`config.mk`:
```
export PLATFORM = sky130hd
export DESIGN_NAME = mctp_rx_ctrl
export DESIGN_NICKNAME = d
export VERILOG_FILES = /design/src/rtl/core/mctp_rx_pkg.sv /design/src/rtl/core/mctp_rx_ctrl.sv
export SDC_FILE = /design/constraint.sdc
export NUM_CORES = 1
export LEC_CHECK = 0
export BUFFER_PORTS_ARGS = -buffer_cell sky130_fd_sc_hd__clkbuf_2
export CORE_AREA = 2 2 39 41
export DETAILED_ROUTE_END_ITERATION = 8
export DIE_AREA = 0 0 41 43
export SKIP_CTS_REPAIR_TIMING = 1
export SKIP_LAST_GASP = 1
export SYNTH_ARGS = -nofsm -noshare
export SYNTH_HDL_FRONTEND = slang
export SYNTH_SLANG_ARGS = --single-unit
```
`constraint.sdc`:
```
create_clock -name clk_i -period 1.8 [get_ports clk_i]
set_clock_uncertainty 0.1 [all_clocks]
set_input_delay 0.09 -clock clk_i [delete_from_list [all_inputs] [get_ports clk_i]]
set_output_delay 0.09 -clock clk_i [all_outputs]
set_load 0.05 [all_outputs]
```
`src/rtl/core/mctp_rx_pkg.sv`:
```
// ----------------------------------------------------------------------------
// MCTP receive reassembly package
// Shared constants, transaction mode and status codes, and the command and
// status groups exchanged between the controller and the datapath.
// ----------------------------------------------------------------------------
package mctp_rx_pkg;

  // Message store and packet buffer geometry.
  localparam int MsgBytes = 4096;
  localparam int MsgAw    = 12;
  localparam int MsgLenW  = 13;
  localparam int PktMtu   = 68;
  localparam int PktAw    = 7;
  localparam int HdrBytes = 4;

  // SMBus command code that opens an MCTP packet.
  localparam logic [7:0] CmdMctp = 8'h0F;

  // Input transaction modes.
  localparam logic [1:0] ModeStart  = 2'd0;
  localparam logic [1:0] ModeByte   = 2'd1;
  localparam logic [1:0] ModeFinish = 2'd2;
  localparam logic [1:0] ModeRead   = 2'd3;

  // Result status codes.
  localparam logic [2:0] StNone     = 3'd0;
  localparam logic [2:0] StFragment = 3'd1;
  localparam logic [2:0] StComplete = 3'd2;
  localparam logic [2:0] StOversize = 3'd3;
  localparam logic [2:0] StTruncate = 3'd4;
  localparam logic [2:0] StSeqError = 3'd5;

  // Commands from the controller to the datapath.
  typedef struct packed {
    logic take;      // input transaction accepted this cycle
    logic copy;      // copy sequencer is running
    logic copy_end;  // copy finished, commit length and flags
    logic load_out;  // capture the result registers
  } dp_cmd_t;

  // Status from the datapath to the controller.
  typedef struct packed {
    logic copy_go;    // accepted finish passed its checks
    logic copy_done;  // all payload bytes written to the store
  } dp_stat_t;

endpackage

```
`src/rtl/core/mctp_rx_ctrl.sv`:
```
// ----------------------------------------------------------------------------
// MCTP receive reassembly controller
// Handshake control and sequencing of the payload copy and result capture.
// ----------------------------------------------------------------------------
module mctp_rx_ctrl (
  input  logic                   clk_i,
  input  logic                   rst_ni,
  input  logic                   in_valid_i,
  output logic                   in_ready_o,
  output logic                   out_valid_o,
  input  logic                   out_ready_i,
  output mctp_rx_pkg::dp_cmd_t   cmd_o,
  input  mctp_rx_pkg::dp_stat_t  stat_i
);

  localparam logic [1:0] StIdle = 2'd0;
  localparam logic [1:0] StCopy = 2'd1;
  localparam logic [1:0] StDone = 2'd2;

  logic [1:0] state_q, state_d;
  logic       out_valid_q, out_valid_d;
  logic       take;

  assign in_ready_o  = (state_q == StIdle) && (!out_valid_q || out_ready_i);
  assign take        = in_valid_i && in_ready_o;
  assign out_valid_o = out_valid_q;

  assign cmd_o.take     = take;
  assign cmd_o.copy     = (state_q == StCopy);
  assign cmd_o.copy_end = (state_q == StCopy) && stat_i.copy_done;
  assign cmd_o.load_out = (state_q == StDone);

  always_comb begin
    state_d     = state_q;
    out_valid_d = out_valid_q;
    if (out_valid_q && out_ready_i) begin
      out_valid_d = 1'b0;
    end
    unique case (state_q)
      StIdle: begin
        if (take) begin
          state_d = stat_i.copy_go ? StCopy : StDone;
        end
      end
      StCopy: begin
        if (stat_i.copy_done) begin
          state_d = StDone;
        end
      end
      StDone: begin
        out_valid_d = 1'b1;
        state_d     = StIdle;
      end
      default: begin
        state_d = StIdle;
      end
    endcase
  end

  always_ff @(posedge clk_i or negedge rst_ni) begin
    if (!rst_ni) begin
      state_q     <= StIdle;
      out_valid_q <= 1'b0;
    end else begin
      state_q     <= state_d;
      out_valid_q <= out_valid_d;
    end
  end

endmodule

```
==> flow_summary.yaml, run 1 <==
run_status:
  outcome: "complete, but fails checks"
  violations: "negative hold slack"
die:
  die_w_um: 41
  core_area_mm2: 0.00138
  rows: 14
  die-area_mm2: 0.00176
  fp.dieH_um: 43
  io-pin-count: 12
  start_util_pct: 12.7
route:
  via_per_inst: 3.75
  wl_um: 422
  antenna_left: 0
  drc: 0
  dr_total_vias: 180
  routedWlPerCell_um: 8.79
  drt_iter0_drc: 0
  first_pass_iters: 1
synth:
  synth_nets: 24
  yosysWarnings: 0
  synth_top_cell_by_area: "dfrtp_1"
  seq_area_frac_synth_pct: 42.6
  netlist_area_um2: 176
  synth_edf_count: 0
  synth_cell_types: 12
  synth_area_leaders: "dfrtp_1, nor2b_1, o41ai_1, buf_4, nor4b_1"
  synth_commonest_cells: "dfrtp_1, nor2b_1, buf_4, o41ai_1"
  ys_async_sr_fraction_pct: 100
  synth.avg_cell_area_um2: 9.80
  synth_flop_cell: "dfrtp_1"
  ys_ff_latch: 3
  syn_inst: 18
  yosys.area.top_type_share_pct: 42.6
grt:
  antenna_found_initial: 0
  grt_pass1_vias: 169
  grt_first_pass_wirelength_um: 683
  groute.usage.overall_pct: 6.72
  grt_start_max_net_pins: 9
  grt.overflow.total: 0
placement:
  placed_cell_area_um2: 241
  dp.final_hpwl_um: 316
  numPortBuffers: 11
  routabilityCongestion: 0.631
timing:
  fin_crit_sh_pct: 87.6
  fin_crit_ns: 1.58
  maxSlewViolCount: 0
  timing.hold.ws_ns: -0.00550
  hold_violations: 1
  setup_tns_ns: 0
  timing.fmax_mhz: 634
  worst_slew_pin_slew_ns: 0.354
  setup-violations-final: 0
  rsz0062_at_grt: "no"
  timing.slew.headroom_pct: 76.4
clocking:
  cts_buffers: 3
  root_buffer: "clkbuf_4"
  cts_tree: "yes"
  cts_htree_levels: 1
  max-clock-path-buffers: 2
  clk_latency_ns: 0.23
  cts.clk_slew.worst_paths_ns: 0.04
  cts_sinks: 3
layout:
  final_cell_area_um2: 278
  n_antenna_cell: 0
  nets: 39
  seq_area_um2: 75.1
  area_growth_syn_to_layout_pct: 57.4
  multi_input_area_um2: 87.6
  drive_gt1_share_pct: 46.9
  fin_util_pct: 20.1
  nFillCells: 158
min_path:
  worstHoldStart: "stat_i[1]"
  whs_endpoint: "state_q[0]"
  min-delay-path-class: "input port to register"
  holdPathStages: 3
power_and_ir_drop:
  p_total_w: 0.000456
  ir_drop_mv: 0.297
  p_leak_nw: 0.143
  p_per_area_mw_per_mm2: 1640
flow_run:
  drv_cap: 0
worst_setup_path:
  crit_arrival_ns: 1.39
  reg2regPathDepth: 2
  path_delay_family: "simple AND/OR/NAND/NOR gates"
  path_class: "register to output pin"
  end_kind: "output pin"
  r2r_start: "state_q[1]"
  worstPathRequired_ns: 1.61
  cp_max_fo: 5
  reg2reg_to: "state_q[0]"
  critPathBufInv: 1
  crit_chain: "nor2b_1, nor4b_1, clkbuf_2"
  critPathLaunchType: "register"
  regToRegSetupSlack_ns: 0.69
  slowest_stage: "dfrtp_1"
  max_stage_delay_ns: 0.36
==> placed cells by master, fill, tap and decap left out, drive strengths merged, types with 2 or more instances in the layout <==
| cell | count |
|---|---|
| nor2b | 3 |
| clkbuf | 15 |
| dfrtp | 3 |
| o41ai | 2 |
==> worst min-delay path, cell delays in order <==
cell and delay (ns):
clkbuf_2 0.09, nand2_1 0.06, o41ai_1 0.05
==> layout make-up <==
class                      instances  share of cell area (%)
timing repair buffer              12                    23.4
clock buffer                       4                    9.46
tap                               16                    7.21
multi-input combinational         12                    31.5
sequential                         3                    27.0
inverter                           1                    1.35
==> registers in the layout (all words and copies together), names as in the netlist <==
signal and count:
state_q 2, out_valid_o 1
==> per-stage QoR <==
| stage | setup slack [ns] | std cells | hold WS [ns] |
|---|---|---|---|
| finish | 0.223 | 48 | -0.00550 |
| global route | 0.0862 | 48 | 0.00193 |
| CTS | 0.207 | 47 | -0.468 |
| detailed placement | 0.472 | 43 | -0.212 |
| global placement | 0.491 | 43 | -0.214 |
| floorplan | 0.197 | 18 | -0.306 |
==> cells by family (layout without fill, tap and decap cells) <==
family | after synthesis | count (layout) | share of synthesized area [%]
DFF | 3 | 3 | 42.6
buffers and inverters | 3 | 17 | 10.6
and+or+nand+nor | 10 | 10 | 36.9
AOI/OAI and AO/OA | 2 | 2 | 9.93
==> power breakdown <==
part / leakage [nW] / total [W] / internal [W] / switching [W]
Sequential: 0.0389 / 0.000110 / 0.0000860 / 0.0000242
Clock: 0.0150 / 0.000120 / 0.0000832 / 0.0000368
Combinational: 0.0892 / 0.000226 / 0.0000581 / 0.000168
Total: 0.143 / 0.000456 / 0.000227 / 0.000229
==> layer usage <==
layer  share of wire (%)  track usage, %  wire length [um]
met3                  11            4.19                47
met1                  37            6.09               155
met2                  52            7.81               219
met5                   0               0                 0
met4                   0            10.0                 0
==> worst max path at each step <==
stage                 endpoint  cells after the start  slack, ns   startpoint
global route          cmd_o[3]                      3       0.09  out_valid_o
floorplan           in_ready_o                      2       0.20  out_valid_o
detailed placement    cmd_o[3]                      3       0.47  out_valid_o
global placement      cmd_o[3]                      3       0.49  out_valid_o
CTS                   cmd_o[3]                      3       0.21  out_valid_o
finish                cmd_o[3]                      3       0.22  out_valid_o
(Power assumes the default switching activity.)
==> run 2: changes to the inputs <==
- ABC_AREA: not set -> 1
- HOLD_SLACK_MARGIN: not set -> 0.08
==> run 2 against run 1 <==
The run now ends clean. Non-clock buffer count is 3 higher. Synthesized cell count rose by 56%. Core utilization grew 2.7 points. Largest power group unchanged. First-iteration DRC count is 8 higher.
==> flow_summary.yaml, run 2 <==
power_and_ir_drop:
  p_leak_nw: 0.191
  p_total_w: 0.000620
  ir_drop_mv: 0.281
  p_per_area_mw_per_mm2: 1970
synth:
  synth_commonest_cells: "inv_1, nand2_1, nor2_1, dfrtp_1"
  yosysWarnings: 0
  seq_area_frac_synth_pct: 39.7
  yosys.area_share.simple_pct: 32.5
  synth_nets: 34
  ys_async_sr_fraction_pct: 100
  synth-compound-area-share_pct: 7.95
  synth_top_family_by_area: "simple AND/OR/NAND/NOR gates"
  synth.avg_cell_area_um2: 6.75
  synth_edf_count: 0
  syn_inst: 28
  synth_top_cell_by_area: "dfrtp_1"
  yosys.area.top_type_share_pct: 39.7
  ys_ff_latch: 3
  synth_area_leaders: "dfrtp_1, inv_1, nand2_1, buf_4, nor2_1"
  synthMuxAreaShare_pct: 0
  synth_fa_ha_area_share_pct: 0
  netlist_area_um2: 189
  synth_cell_types: 11
  synth-xor-area-share_pct: 0
  synth_flop_cell: "dfrtp_1"
run_status:
  outcome: "complete, no violations"
placement:
  routabilityCongestion: 0.585
  dp.final_hpwl_um: 346
  numPortBuffers: 11
  dp.cells: 53
worst_setup_path:
  reg2reg_to: "state_q[0]"
  critPathLaunchType: "register"
  regToRegSetupSlack_ns: 0.32
  path_class: "register to register"
  end_kind: "register"
  cp_max_fo: 6
  crit_arrival_ns: 1.55
  startpoint: "state_q[0]"
  r2r_start: "state_q[0]"
  reg2regPathDepth: 4
  worstPathRequired_ns: 1.86
route:
  routedWlPerCell_um: 7.00
  first_pass_iters: 2
  wl_um: 427
  dr_total_vias: 220
  drc: 0
  drt_iter0_drc: 8
  antenna_left: 0
  via_per_inst: 3.61
timing:
  fin_crit_sh_pct: 82.4
  maxSlewViolCount: 0
  fin_crit_ns: 1.48
  timing.slew.headroom_pct: 81.5
  hold_violations: 0
  rsz0062_at_grt: "no"
  worst_slew_pin_slew_ns: 0.279
  setup-violations-final: 0
  setup_tns_ns: 0
  timing.fmax_mhz: 674
clocking:
  max-clock-path-buffers: 2
  root_buffer: "clkbuf_4"
  cts_sinks: 3
  clk_latency_ns: 0.23
  cts_buffers: 3
  cts_tree: "yes"
  cts.clk_slew.worst_paths_ns: 0.03
  cts_htree_levels: 1
die:
  start_util_pct: 13.7
  core_area_mm2: 0.00138
  rows: 14
  die-area_mm2: 0.00176
  fp.dieH_um: 43
  die_w_um: 41
  io-pin-count: 12
grt:
  grt.overflow.total: 0
  grt_start_max_net_pins: 7
  groute.usage.overall_pct: 6.65
  grt_first_pass_wirelength_um: 690
  antenna_found_initial: 0
  grt_pass1_vias: 188
layout:
  n_antenna_cell: 0
  fin_cells: 61
  mostFrequentLayoutCell: "clkbuf_2"
  nets: 52
  nFillCells: 169
  largest_register_ffs: 2
  drive_gt1_share_pct: 33.3
  area_growth_syn_to_layout_pct: 66.9
  largest-register: "state_q"
  mostFrequentLayoutCells: "clkbuf_2, inv_1, nand2_1"
min_path:
  worstHoldStart: "stat_i[0]"
  whs_endpoint: "state_q[0]"
  holdPathStages: 4
  min-delay-path-class: "input port to register"
flow_run:
  drv_cap: 0
run 2: worst max-delay path by stage:
stage / end / slack, ns / cells past startpoint
after CTS: in_ready_o / 0.34 / 4
after floorplan: in_ready_o / 0.21 / 1
after global placement: in_ready_o / 0.59 / 4
final: state_q[0] / 0.32 / 4
after global routing: state_q[0] / 0.21 / 4
after detailed placement: in_ready_o / 0.59 / 4
run 2: logic make-up (layout without fill, tap and decap cells):
group,after synthesis,in the layout
compound gates,3,3
buf+inv,8,25
simple gates,14,14
flops,3,3
run 2: area by class of cell:
type / count / area, um2 / share of cell area, %
sequential: 3 / 75.1 / 23.8
clock buffer: 4 / 26.3 / 8.33
multi-input combinational: 17 / 76.3 / 24.2
timing repair buffer: 15 / 95.1 / 30.2
tap: 16 / 20.0 / 6.35
inverter: 6 / 22.5 / 7.14
run 2: metal layers:
layer	GRT usage, %	vias up	wire length, um
li1	-	119	-
met5	0	-	0
met1	5.84	95	176
met2	8.44	6	211
met4	8.00	0	0
met3	4.71	0	39
run 2: where the power goes:
part / switching [W] / leakage [nW] / internal [W] / total [W]
Clock: 0.0000312 / 0.0150 / 0.0000828 / 0.000114
Sequential: 0.0000234 / 0.0383 / 0.0000968 / 0.000120
Combinational: 0.000296 / 0.137 / 0.0000898 / 0.000386
Total: 0.000351 / 0.191 / 0.000269 / 0.000620
run 2: critical path: stages (launching register included):
cell           delay [ns]
dfrtp_1              0.42
nor2_1               0.16
nand4_1              0.10
dlygate4sd3_1        0.57
nand2_1              0.07
run 2: metrics by stage:
step           hold WS [ns]  utilization (%)  worst slack (ns)  cell area, um2
3_3_place_gp         -0.211             18.0             0.594             249
6_report             0.0808             22.8             0.316             315
3_5_place_dp         -0.205             18.0             0.590             249
5_1_grt               0.112             22.8             0.212             315
4_1_cts              -0.454             19.9             0.337             275
2_1_floorplan        -0.306                -             0.210             189
